===== src/rtl/fmva_pkg.sv =====
// fmva_pkg: request/response payload types, opcodes, event kinds and the
// controller/datapath command and status structs of the FM voice allocator.
// No dependencies.
package fmva_pkg;

   localparam int NUM_CHANNELS = 16;

   // request operations
   localparam logic [2:0] OP_NOTE_OFF = 3'd0;
   localparam logic [2:0] OP_NOTE_ON  = 3'd1;
   localparam logic [2:0] OP_BEND     = 3'd2;
   localparam logic [2:0] OP_CONTROL  = 3'd3;
   localparam logic [2:0] OP_PROGRAM  = 3'd4;
   localparam logic [2:0] OP_RESET    = 3'd5;

   // response event kinds
   localparam logic [1:0] KIND_STOP   = 2'd0;
   localparam logic [1:0] KIND_START  = 2'd1;
   localparam logic [1:0] KIND_BEND   = 2'd2;
   localparam logic [1:0] KIND_VOLUME = 2'd3;

   // register indexes
   localparam logic [1:0] CSR_VOICE_COUNT = 2'd0;
   localparam logic [1:0] CSR_VOLUME_SCALE = 2'd1;
   localparam logic [1:0] CSR_TRANSPOSE   = 2'd2;

   localparam logic [3:0] DRUM_CHANNEL     = 4'd9;
   localparam logic [7:0] DRUM_PATCH_BASE  = 8'd93;
   localparam logic [7:0] TRANSPOSE_STEP   = 8'd12;
   localparam logic [6:0] MAIN_VOLUME_CTL  = 7'd7;
   localparam logic [7:0] NO_PATCH         = 8'd255;
   localparam logic [7:0] NO_KEY           = 8'd255;
   localparam logic [6:0] RESET_STOP_LEVEL = 7'd64;

   // floor(p / 100) == (p * 5243) >> 19 for every p below 16384
   localparam logic [12:0] PCT_RECIP = 13'd5243;
   localparam int          PCT_SHIFT = 19;

   localparam logic [4:0] COUNT_RESET  = 5'd16;
   localparam logic [6:0] SCALE_RESET  = 7'd100;

   typedef struct packed {
      logic [2:0] operation;
      logic [3:0] channel;
      logic [6:0] note;
      logic [6:0] velocity;
      logic [6:0] controller;
      logic [6:0] value;
      logic [6:0] program_req;
   } req_type;

   typedef struct packed {
      logic [1:0]  kind;
      logic [3:0]  voice;
      logic [7:0]  patch;
      logic [7:0]  key;
      logic [6:0]  level;
      logic [13:0] bend_amount;
      logic        last;
   } rsp_type;

   typedef struct packed {
      logic load;   // capture request
      logic mul;    // value * scale
      logic div;    // percent divide, clear scan index
      logic step;   // act on current voice, advance index
      logic flush;  // send pending event as the last one
   } cmd_type;

   typedef struct packed {
      logic hit;        // current voice matches the operation
      logic single_op;  // operation stops at its first match
      logic idx_last;   // current voice is the last one in use
      logic n_zero;     // no voice in use
      logic pend_valid; // an event waits in the pending slot
      logic out_free;   // output register can load this cycle
   } status_type;

endpackage


===== src/rtl/fmva_ctrl.sv =====
// fmva_ctrl: sequencing state machine of the voice allocator.
// Depends on fmva_pkg (cmd_type, status_type).
module fmva_ctrl (
   input  logic                clock,
   input  logic                reset,
   input  logic                req_valid,
   output logic                req_ready,
   input  fmva_pkg::status_type status,
   output fmva_pkg::cmd_type    cmd
);
   import fmva_pkg::*;

   typedef enum logic [4:0] {
      ST_IDLE  = 5'b00001,
      ST_MUL   = 5'b00010,
      ST_DIV   = 5'b00100,
      ST_SCAN  = 5'b01000,
      ST_FLUSH = 5'b10000
   } state_type;

   state_type state_ff, state_in;

   always_ff @(posedge clock) begin
      if (reset) begin
         state_ff <= ST_IDLE;
      end else begin
         state_ff <= state_in;
      end
   end

   assign req_ready = (state_ff == ST_IDLE);

   always_comb begin
      state_in = state_ff;
      cmd      = '0;
      unique case (state_ff)
         ST_IDLE: begin
            if (req_valid) begin
               cmd.load = 1'b1;
               state_in = ST_MUL;
            end
         end
         ST_MUL: begin
            cmd.mul  = 1'b1;
            state_in = ST_DIV;
         end
         ST_DIV: begin
            cmd.div  = 1'b1;
            state_in = status.n_zero ? ST_FLUSH : ST_SCAN;
         end
         ST_SCAN: begin
            // a new match must first push the pending event out
            if (!(status.hit && status.pend_valid && !status.out_free)) begin
               cmd.step = 1'b1;
               if ((status.hit && status.single_op) || status.idx_last) begin
                  state_in = ST_FLUSH;
               end
            end
         end
         ST_FLUSH: begin
            if (!status.pend_valid) begin
               state_in = ST_IDLE;
            end else if (status.out_free) begin
               cmd.flush = 1'b1;
               state_in  = ST_IDLE;
            end
         end
         default: begin
            state_in = ST_IDLE;
         end
      endcase
   end

endmodule


===== src/rtl/fmva_datapath.sv =====
// fmva_datapath: voice and patch tables, settings registers, volume scaler,
// scan index, pending event slot and output register.
// Depends on fmva_pkg.
module fmva_datapath #(
   parameter int NUM_VOICES = 16
) (
   input  logic                 clock,
   input  logic                 reset,
   input  fmva_pkg::req_type    req_data,
   output logic                 rsp_valid,
   input  logic                 rsp_ready,
   output fmva_pkg::rsp_type    rsp_data,
   input  logic                 csr_wr_en,
   input  logic [1:0]           csr_index,
   input  logic [6:0]           csr_data,
   input  fmva_pkg::cmd_type    cmd,
   output fmva_pkg::status_type status
);
   import fmva_pkg::*;

   localparam int IW    = (NUM_VOICES > 1) ? $clog2(NUM_VOICES) : 1;
   localparam int LIMIT = (NUM_VOICES < 16) ? NUM_VOICES : 16;

   // settings
   logic [4:0] count_ff;
   logic [6:0] scale_ff;
   logic       xpose_ff;

   // tables
   logic             busy_ff  [NUM_VOICES];
   logic [6:0]       key_ff   [NUM_VOICES];
   logic [3:0]       chan_ff  [NUM_VOICES];
   logic [7:0]       patch_ff [NUM_CHANNELS];

   req_type     req_ff;
   logic [13:0] prod_ff, prod_in;
   logic [6:0]  level_ff, level_in;
   logic [IW-1:0] idx_ff, idx_in;
   rsp_type     pend_ff;
   logic        pend_valid_ff, pend_valid_in;
   rsp_type     rsp_ff, rsp_in;
   logic        rsp_valid_ff, rsp_valid_in;

   logic [4:0]  n_lim;
   logic        cur_busy;
   logic [6:0]  cur_key;
   logic        chan_match;
   logic        is_drum;
   logic        hit, single_op, has_event, out_free, load_out;
   logic [26:0] quot;
   logic [7:0]  quot_hi;
   rsp_type     new_ev;

   always_comb begin
      n_lim = count_ff;
      if (n_lim > 5'(LIMIT)) begin
         n_lim = 5'(LIMIT);
      end
   end

   assign cur_busy   = busy_ff[idx_ff];
   assign cur_key    = key_ff[idx_ff];
   assign chan_match = (chan_ff[idx_ff] == req_ff.channel);
   assign is_drum    = (req_ff.channel == DRUM_CHANNEL);

   always_comb begin
      hit       = 1'b0;
      single_op = 1'b0;
      has_event = 1'b0;
      new_ev       = '0;
      new_ev.voice = 4'(idx_ff);
      unique case (req_ff.operation)
         OP_NOTE_OFF: begin
            hit          = cur_busy && (cur_key == req_ff.note) && chan_match;
            single_op    = 1'b1;
            has_event    = 1'b1;
            new_ev.kind  = KIND_STOP;
            new_ev.key   = {1'b0, req_ff.note};
            new_ev.level = req_ff.velocity;
         end
         OP_NOTE_ON: begin
            hit          = !cur_busy;
            single_op    = 1'b1;
            has_event    = 1'b1;
            new_ev.kind  = KIND_START;
            new_ev.level = req_ff.velocity;
            if (is_drum) begin
               new_ev.patch = {1'b0, req_ff.note} + DRUM_PATCH_BASE;
               new_ev.key   = {1'b0, req_ff.note};
            end else begin
               new_ev.patch = patch_ff[req_ff.channel];
               new_ev.key   = xpose_ff ? ({1'b0, req_ff.note} + TRANSPOSE_STEP)
                                       : {1'b0, req_ff.note};
            end
         end
         OP_BEND: begin
            hit                = cur_busy && chan_match;
            has_event          = 1'b1;
            new_ev.kind        = KIND_BEND;
            new_ev.bend_amount = {req_ff.value, 7'd0};
         end
         OP_CONTROL: begin
            hit          = cur_busy && chan_match && (req_ff.controller == MAIN_VOLUME_CTL);
            has_event    = 1'b1;
            new_ev.kind  = KIND_VOLUME;
            new_ev.level = level_ff;
         end
         OP_PROGRAM: begin
            hit       = !cur_busy || chan_match;
            single_op = 1'b1;
         end
         OP_RESET: begin
            hit          = 1'b1;
            has_event    = 1'b1;
            new_ev.kind  = KIND_STOP;
            new_ev.key   = cur_busy ? {1'b0, cur_key} : NO_KEY;
            new_ev.level = RESET_STOP_LEVEL;
         end
         default: begin
            hit = 1'b0;
         end
      endcase
   end

   // volume percent: one multiply per cycle, register between them
   assign prod_in = 14'(req_ff.value) * 14'(scale_ff);
   assign quot    = 27'(prod_ff) * 27'(PCT_RECIP);
   assign quot_hi = quot[PCT_SHIFT+7:PCT_SHIFT];
   assign level_in = (quot_hi > 8'd127) ? 7'd127 : quot_hi[6:0];

   always_comb begin
      idx_in = idx_ff;
      if (cmd.div) begin
         idx_in = '0;
      end else if (cmd.step) begin
         idx_in = idx_ff + IW'(1);
      end
   end

   assign out_free = !rsp_valid_ff || rsp_ready;
   assign load_out = (cmd.step && hit && pend_valid_ff) || cmd.flush;

   always_comb begin
      rsp_in      = pend_ff;
      rsp_in.last = cmd.flush;
   end

   always_comb begin
      pend_valid_in = pend_valid_ff;
      if (cmd.step && hit && has_event) begin
         pend_valid_in = 1'b1;
      end else if (cmd.flush) begin
         pend_valid_in = 1'b0;
      end
   end

   always_comb begin
      rsp_valid_in = rsp_valid_ff;
      if (load_out) begin
         rsp_valid_in = 1'b1;
      end else if (rsp_ready) begin
         rsp_valid_in = 1'b0;
      end
   end

   // control state
   always_ff @(posedge clock) begin
      if (reset) begin
         count_ff      <= COUNT_RESET;
         scale_ff      <= SCALE_RESET;
         xpose_ff      <= 1'b1;
         pend_valid_ff <= 1'b0;
         rsp_valid_ff  <= 1'b0;
         for (int i = 0; i < NUM_VOICES; i++) begin
            busy_ff[i] <= 1'b0;
         end
         for (int c = 0; c < NUM_CHANNELS; c++) begin
            patch_ff[c] <= NO_PATCH;
         end
      end else begin
         pend_valid_ff <= pend_valid_in;
         rsp_valid_ff  <= rsp_valid_in;
         if (csr_wr_en) begin
            unique case (csr_index)
               CSR_VOICE_COUNT:  count_ff <= csr_data[4:0];
               CSR_VOLUME_SCALE: scale_ff <= csr_data;
               CSR_TRANSPOSE:    xpose_ff <= csr_data[0];
               default: ;
            endcase
         end
         if (cmd.step && hit) begin
            unique case (req_ff.operation)
               OP_NOTE_OFF: busy_ff[idx_ff] <= 1'b0;
               OP_NOTE_ON:  busy_ff[idx_ff] <= 1'b1;
               OP_RESET:    busy_ff[idx_ff] <= 1'b0;
               OP_PROGRAM:  patch_ff[req_ff.channel] <= {1'b0, req_ff.program_req};
               default: ;
            endcase
         end
      end
   end

   // payload
   always_ff @(posedge clock) begin
      if (cmd.load) begin
         req_ff <= req_data;
      end
      if (cmd.mul) begin
         prod_ff <= prod_in;
      end
      if (cmd.div) begin
         level_ff <= level_in;
      end
      idx_ff <= idx_in;
      if (cmd.step && hit && (req_ff.operation == OP_NOTE_ON)) begin
         key_ff[idx_ff]  <= req_ff.note;
         chan_ff[idx_ff] <= req_ff.channel;
      end
      if (cmd.step && hit && has_event) begin
         pend_ff <= new_ev;
      end
      if (load_out) begin
         rsp_ff <= rsp_in;
      end
   end

   assign rsp_valid = rsp_valid_ff;
   assign rsp_data  = rsp_ff;

   assign status.hit        = hit;
   assign status.single_op  = single_op;
   assign status.idx_last   = ((6'(idx_ff) + 6'd1) == {1'b0, n_lim});
   assign status.n_zero     = (n_lim == 5'd0);
   assign status.pend_valid = pend_valid_ff;
   assign status.out_free   = out_free;

endmodule


===== src/rtl/fm_voice_allocator.sv =====
// A note on or off event leaves the pending slot for the output register as the scan closes;
// a bend, volume or reset event leaves it at the next matching voice's step or at the close.
// Requests are taken only in idle, one at a time: volume scaling (ST_MUL, ST_DIV), a scan
// of the n voices in use (at most 16), one entry per cycle unless rsp_ready stalls, a close.
// Reset (synchronous, active high) frees every voice, sets all channel patches to
// none and restores the settings to 16 voices, 100 percent volume, transpose on.
module fm_voice_allocator #(
   parameter int NUM_VOICES = 16
) (
   input  logic              clock,
   input  logic              reset,
   input  logic              req_valid,
   output logic              req_ready,
   input  fmva_pkg::req_type req_data,
   output logic              rsp_valid,
   input  logic              rsp_ready,
   output fmva_pkg::rsp_type rsp_data,
   input  logic              csr_wr_en,
   input  logic [1:0]        csr_index,
   input  logic [6:0]        csr_data
);
   import fmva_pkg::*;

   cmd_type    cmd;
   status_type status;

   fmva_ctrl u_ctrl (
      .clock     (clock),
      .reset     (reset),
      .req_valid (req_valid),
      .req_ready (req_ready),
      .status    (status),
      .cmd       (cmd)
   );

   fmva_datapath #(
      .NUM_VOICES (NUM_VOICES)
   ) u_datapath (
      .clock     (clock),
      .reset     (reset),
      .req_data  (req_data),
      .rsp_valid (rsp_valid),
      .rsp_ready (rsp_ready),
      .rsp_data  (rsp_data),
      .csr_wr_en (csr_wr_en),
      .csr_index (csr_index),
      .csr_data  (csr_data),
      .cmd       (cmd),
      .status    (status)
   );

endmodule


===== config.mk =====
export PLATFORM = sky130hd
export DESIGN_NAME = fm_voice_allocator
export DESIGN_NICKNAME = d
export VERILOG_FILES = /design/src/rtl/fmva_pkg.sv /design/src/rtl/fmva_ctrl.sv /design/src/rtl/fmva_datapath.sv /design/src/rtl/fm_voice_allocator.sv
export SDC_FILE = /design/constraint.sdc
export NUM_CORES = 1
export LEC_CHECK = 0
export ABC_AREA = 1
export BUFFER_PORTS_ARGS = -buffer_cell sky130_fd_sc_hd__buf_4
export CAP_MARGIN = 20
export CORE_UTILIZATION = 57
export CTS_CLUSTER_DIAMETER = 40
export DETAILED_ROUTE_END_ITERATION = 10
export PLACE_DENSITY = 0.86
export SKIP_CTS_REPAIR_TIMING = 1
export SLEW_MARGIN = 20
export SYNTH_ARGS = -nofsm -noshare
export SYNTH_HDL_FRONTEND = slang
export SYNTH_SLANG_ARGS = --single-unit

===== constraint.sdc =====
create_clock -name clock -period 8.6 [get_ports clock]
set_input_delay 0.43 -clock clock [delete_from_list [all_inputs] [get_ports clock]]
set_output_delay 0.43 -clock clock [all_outputs]
set_load 0.01 [all_outputs]

==> impl_metrics.csv, run 1 <==
group,metric,value,unit
clock_network,clkTransAtPathRegs,70,ps
global_route,use_met2,0.4486,
logic_synthesis,synth_ff_type,"edfxtp_1",
logic_synthesis,synth_seq_area_share,0.5512,
global_route,gr-usage-all-layers,0.2660,
global_route,met3_usage,0.04723,
sta,setup_viol_count_final,0,
outcome,status,"completed",
placement,placed_area,0.02679,mm²
worst_setup_path,slowest_delay,540,ps
drt,drt_pass1_iterations,7,
power_and_ir_drop,p_leak,12.38,nW
sta,max_freq,188.9,MHz
drt,num_vias,18810,
logic_synthesis,ys_async_sr_fraction,0,
logic_synthesis,postSynthCellCount,2505,
worst_setup_path,criticalPathCategory,"flip-flop to flip-flop",
clock_network,cts_buffer_depth,3,
die,die_h,214.4,µm
worst_setup_path,arrival,5600,ps
die,fp.dieW,214.4,µm
worst_setup_path,critPathLaunchType,"flip-flop",
die,ios,102,
global_route,grt_overflow,0,
job,maxCapViolations,0,
die,start_util,0.5803,
logic_synthesis,ys_seq_elements,488,
global_route,grt_pass1_wl,96010,µm
logic_synthesis,syn_area_per_cell,10.27,µm²
finish,final_layout_size_suffix_gt1_frac,0.1009,
placement,gp_congestion,0.9038,
drt,vias_per_cell,5.792,
power_and_ir_drop,powerDensity,254.8,mW/mm²
clock_network,clock_latency,620,ps
logic_synthesis,yosysWarnings,0,
sta,slew_headroom,0.3115,
drt,antenna_left,0,
sta,rsz0062_at_grt,"no",
global_route,grt_pass1_vias,18380,
worst_setup_path,worstSetupEndpointType,"flip-flop",
finish,antennaDiodeCount,0,
finish,syn_to_final_growth,13.34,%
drt,drc,0,
sta,finalSetupTns,0,ps
die,rows,77,
clock_network,htreeDepth,2,
logic_synthesis,ys_types,50,
finish,fin_util,0.6577,
clock_network,cts_buffers,56,
clock_network,cts_tree,"done",
die,die-area,0.04597,mm²
global_route,grt_antenna_before_repair,0,
finish,nNetsFinal,2885,
drt,wire_per_inst,19.27,µm
placement,hpwl,40990,µm
power_and_ir_drop,peakVddDrop,207.6,µV
logic_synthesis,synth-edff-count,440,
logic_synthesis,netlist_area,0.02572,mm²
worst_setup_path,worstPathCellList,"ha_1 > fa_1 > fa_1 > inv_1 > fa_1 > fa_1 > inv_1 > ha_1 > a21oi_1 > o21a_1 > a21oi_1 > o21ai_0 > nand2_1 > a21oi_1 > xor2_1 > nand3b_1",
worst_setup_path,slowest_stage,"edfxtp_1",
sta,tightest_slew,1031,ps
global_route,grt_busiest_layer,"met2",
sta,fin_crit_sh,0.6156,
worst_setup_path,worstPathRequired,8910,ps
worst_setup_path,crit_fanout,7,
global_route,grt_use_met1,0.3375,
global_route,grt_max_degree,89,
sta,report.final.hold_viol_count,0,
drt,drt-total-wl,62600,µm
clock_network,cts_root_buf,"clkbuf_16",
finish,final_common_cell,"edfxtp_1",
placement,io_buffer_count,94,
finish,final_design_area_no_fill,0.02915,mm²
finish,mostFrequentLayoutCells,"edfxtp_1, nor2_1, inv_1",
worst_setup_path,critPathMostFrequentCell,"fa_1",
drt,drt_iter0_markers,2167,
sta,skew,23.39,ps
hold_path,min_path_type,"input pin to flip-flop",
sta,slew_violations,0,
die,core_area,0.04432,mm²
clock_network,clkSinkCount,488,
sta,min_period,5294,ps
-- worst paths after layout --
check                              startpoint                              endpoint  slack, ps  cells after the start
max           u_datapath.prod_ff[8]$_DFFE_PP_  u_datapath.level_ff[1]$_SDFFCE_PN1N_       3310                     16
min reg2reg  u_datapath.pend_ff[39]$_DFFE_PP_     u_datapath.rsp_data[39]$_DFFE_PP_        420                      0
min                              req_data[19]       u_datapath.req_ff[19]$_DFFE_PP_          5                      1
max reg2reg   u_datapath.prod_ff[8]$_DFFE_PP_  u_datapath.level_ff[1]$_SDFFCE_PN1N_       3310                     16
-- critical path: cells and delay by family (launching register included) --
family                   cells  cell delay (ps)
buffers and inverters        2               90
AND/OR/NAND/NOR              2              410
AO/OA/AOI/OAI                5              800
flip-flops                   1              540
XOR/XNOR                     1              410
adder cells (fa/ha/maj)      6             2730
-- metal layers --
metal	wire length [µm]	share of wire	vias to the layer above
met5	0	0	-
met4	2405	0.038	0
met3	6003	0.096	188
met2	30880	0.49	1082
met1	23310	0.37	9029
li1	-	-	8512
-- layout make-up --
type | count | area (µm²)
sequential | 488 | 14180
tap | 592 | 740.7
fill | 3120 | 15170
clock buffer | 64 | 1483
timing repair buffer | 145 | 1176
clock inverter | 42 | 514.2
inverter | 371 | 1396
multi-input combinational | 1546 | 9661
-- sequential cells by signal (all words and copies together) (netlist names), 7 cells and up, named ones only --
signal / cells
u_datapath.patch_ff: 128
u_datapath.key_ff: 112
u_datapath.chan_ff: 64
u_datapath.req_ff: 42
u_datapath.rsp_data: 37
u_datapath.pend_ff: 36
u_datapath.busy_ff: 16
u_datapath.prod_ff: 14
u_datapath.level_ff: 7
u_datapath.scale_ff: 7
-- where the power goes --
| group | total (W) | internal (W) | switching [W] |
|---|---|---|---|
| Sequential | 0.00283 | 0.00273 | 0.000103 |
| Clock | 0.00250 | 0.00146 | 0.00105 |
| Combinational | 0.00209 | 0.000746 | 0.00135 |
-- through the flow --
| step | hold slack [ps] | total power [W] | std cells | worst slack, ps |
|---|---|---|---|---|
| floorplan | 400.3 | 0.004343 | 2511 | 3919 |
| global placement | 402.8 | 0.004796 | 3107 | 3588 |
| detailed placement | 404.5 | 0.004888 | 3107 | 3484 |
| CTS | -35.23 | 0.007378 | 3213 | 3471 |
| global route | -1.546 | 0.007807 | 3248 | 2963 |
| finish | 5.242 | 0.007428 | 3248 | 3306 |
-- cells by family (layout without fill, tap and decap cells) --
family                   count (synthesis)  in the layout  share of synthesized area
buffers and inverters                  477            622                    0.07503
flip-flops                             488            488                     0.5512
other                                    1              7                  0.0001458
AO/OA/AOI/OAI                          305            305                    0.06885
AND/OR/NAND/NOR                        988            988                     0.1634
adder cells (fa/ha/maj)                221            221                     0.1329
XOR/XNOR                                25             25                   0.008515
-- cells in the mapped netlist, drive strengths merged (2+ instances only) --
cell type / n / area [µm²]
nor2: 442 / 1858
edfxtp: 440 / 13210
inv: 370 / 1391
nand2: 357 / 1353
o21ai: 163 / 815.8
nand3: 162 / 828.3
ha: 134 / 1677
fa: 87 / 1742
clkbuf: 64 / 240.2
a21oi: 59 / 295.3
dfxtp: 48 / 960.9
buf: 42 / 294.0
o221ai: 24 / 210.2
xor2: 18 / 157.7
o211ai: 16 / 120.1
o22ai: 13 / 81.33
nor3: 9 / 45.04
a31oi: 7 / 43.79
xnor2: 7 / 61.31
a32o: 6 / 60.06
nand4: 6 / 37.54
nor4: 6 / 37.54
o21bai: 4 / 30.03
a211oi: 3 / 22.52
a21boi: 3 / 33.78
o21a: 3 / 22.52
nand3b: 2 / 15.01
nor3b: 2 / 15.01
or2: 2 / 12.51
Power figures use the tool's default switching activity.
==> inputs of run 2 (changes only) <==
- clock period: 8.6 -> 5.2 ns (I/O delays scaled with it)
==> impl_metrics.csv, run 2 (synthesis gave the netlist of run 1 again) <==
group,metric,value,unit
outcome,status,"completed",
sta,skew,43.78,ps
worst_setup_path,critPathLaunchType,"flip-flop",
global_route,grt_overflow,0,
placement,dp_slack,88.37,ps
worst_setup_path,arrival,5330,ps
drt,drc,0,
global_route,grt_pass1_vias,18370,
drt,wire_per_inst,19.20,µm
clock_network,clock_latency,630,ps
drt,vias_per_cell,5.763,
sta,setup_ws,224.6,ps
die,fp.dieW,214.4,µm
power_and_ir_drop,peakVddDrop,354.3,µV
sta,setup_viol_count_final,0,
drt,drt-total-wl,63080,µm
die,die-area,0.04597,mm²
drt,drt_pass1_iterations,7,
clock_network,cts_buffers,58,
global_route,grt_pass1_wl,96150,µm
clock_network,cts_root_buf,"clkbuf_16",
finish,fill_cells,3099,
die,die_h,214.4,µm
clock_network,clkSinkCount,488,
sta,finalSetupTns,0,ps
worst_setup_path,worstPathRequired,5550,ps
power_and_ir_drop,powerDensity,419.7,mW/mm²
die,ios,102,
hold_path,min_path_type,"input pin to flip-flop",
clock_network,clkTransAtPathRegs,70,ps
sta,fin_crit_sh,0.9568,
sta,report.final.hold_viol_count,0,
drt,num_vias,18930,
finish,antennaDiodeCount,0,
die,start_util,0.5803,
finish,final_layout_size_suffix_gt1_frac,0.1084,
finish,fin_util,0.6651,
die,core_area,0.04432,mm²
global_route,gr-usage-all-layers,0.2668,
placement,hpwl,41820,µm
sta,slew_headroom,0.2593,
placement,gp_congestion,0.9068,
sta,whs,40.50,ps
sta,tightest_slew,1111,ps
placement,io_buffer_count,94,
sta,rsz0062_at_grt,"no",
finish,mostFrequentLayoutCells,"edfxtp_1, nor2_1, inv_1",
drt,drt_iter0_markers,2118,
clock_network,cts_tree,"done",
finish,syn_to_final_growth,14.63,%
sta,min_period,4975,ps
die,rows,77,
finish,final_common_cell,"edfxtp_1",
sta,max_freq,201.0,MHz
clock_network,cts_buffer_depth,3,
worst_setup_path,criticalPathCategory,"flip-flop to flip-flop",
finish,nNetsFinal,2925,
power_and_ir_drop,p_leak,12.56,nW
finish,largest_register_ffs,128,
sta,slew_violations,0,
finish,reg.largest.list,"u_datapath.patch_ff x128, u_datapath.key_ff x112, u_datapath.chan_ff x64",
finish,top_register,"u_datapath.patch_ff",
worst_setup_path,worstSetupEndpointType,"flip-flop",
drt,antenna_left,0,
job,maxCapViolations,0,
global_route,grt_antenna_before_repair,0,
clock_network,htreeDepth,2,
worst_setup_path,crit_fanout,4,
global_route,grt_max_degree,105,
run 2: report_power, final:
part	internal, W	total, W	switching, W
sequential	0.00451	0.00467	0.000157
clock	0.00249	0.00420	0.00171
combinational	0.00125	0.00350	0.00225
total	0.00826	0.0124	0.00411
run 2: final cells by class:
class                           count  area [µm²]  share of cell area
Clock inverter                     41       530.5             0.01800
Timing Repair Buffer              183        1496             0.05077
Inverter                          371        1395             0.04733
Multi-Input combinational cell   1546        9664              0.3279
Tap cell                          592       740.7             0.02513
Clock buffer                       64        1474             0.05000
Sequential cell                   488       14180              0.4809
run 2: worst paths after layout:
check | start | to | slack [ps] | cells past startpoint
max | u_datapath.prod_ff[10]$_DFFE_PP_ | u_datapath.level_ff[2]$_SDFFCE_PN1N_ | 220 | 18
min reg2reg | u_datapath.pend_ff[14]$_SDFFCE_PN0P_ | u_datapath.rsp_data[14]$_DFFE_PP_ | 410 | 0
max reg2reg | u_datapath.prod_ff[10]$_DFFE_PP_ | u_datapath.level_ff[2]$_SDFFCE_PN1N_ | 220 | 18
min | req_valid | u_ctrl.state_ff[1]$_SDFFE_PP0P_ | 40 | 3
run 2: metal layers:
layer  GRT usage  wire length (µm)  vias to the layer above
met3     0.04426              6210                      174
met2      0.4444             31090                     1166
met1      0.3436             23480                     9007
met4      0.1226              2297                        0
li1            -                 -                     8584
met5           0                 0                        -
run 2: critical path, stage by stage (launching register included):
cell	delay, ps
edfxtp_1	450
buf_4	180
ha_1	300
fa_1	480
fa_1	520
inv_1	50
fa_1	460
fa_1	540
inv_1	40
ha_1	330
a21oi_1	220
o21a_1	140
a21oi_1	70
o21ai_0	170
nand2_1	130
a21oi_1	250
xor2_2	170
buf_4	140
nand2_1	100
run 2: through the flow:
step | total power [W] | cell area [µm²] | std cells
2_1_floorplan | 0.007182 | 25740 | 2511
3_3_place_gp | 0.007941 | 26880 | 3118
3_5_place_dp | 0.008092 | 26880 | 3118
4_1_cts | 0.01226 | 28880 | 3223
6_report | 0.01237 | 29480 | 3285
5_1_grt | 0.01300 | 29480 | 3285
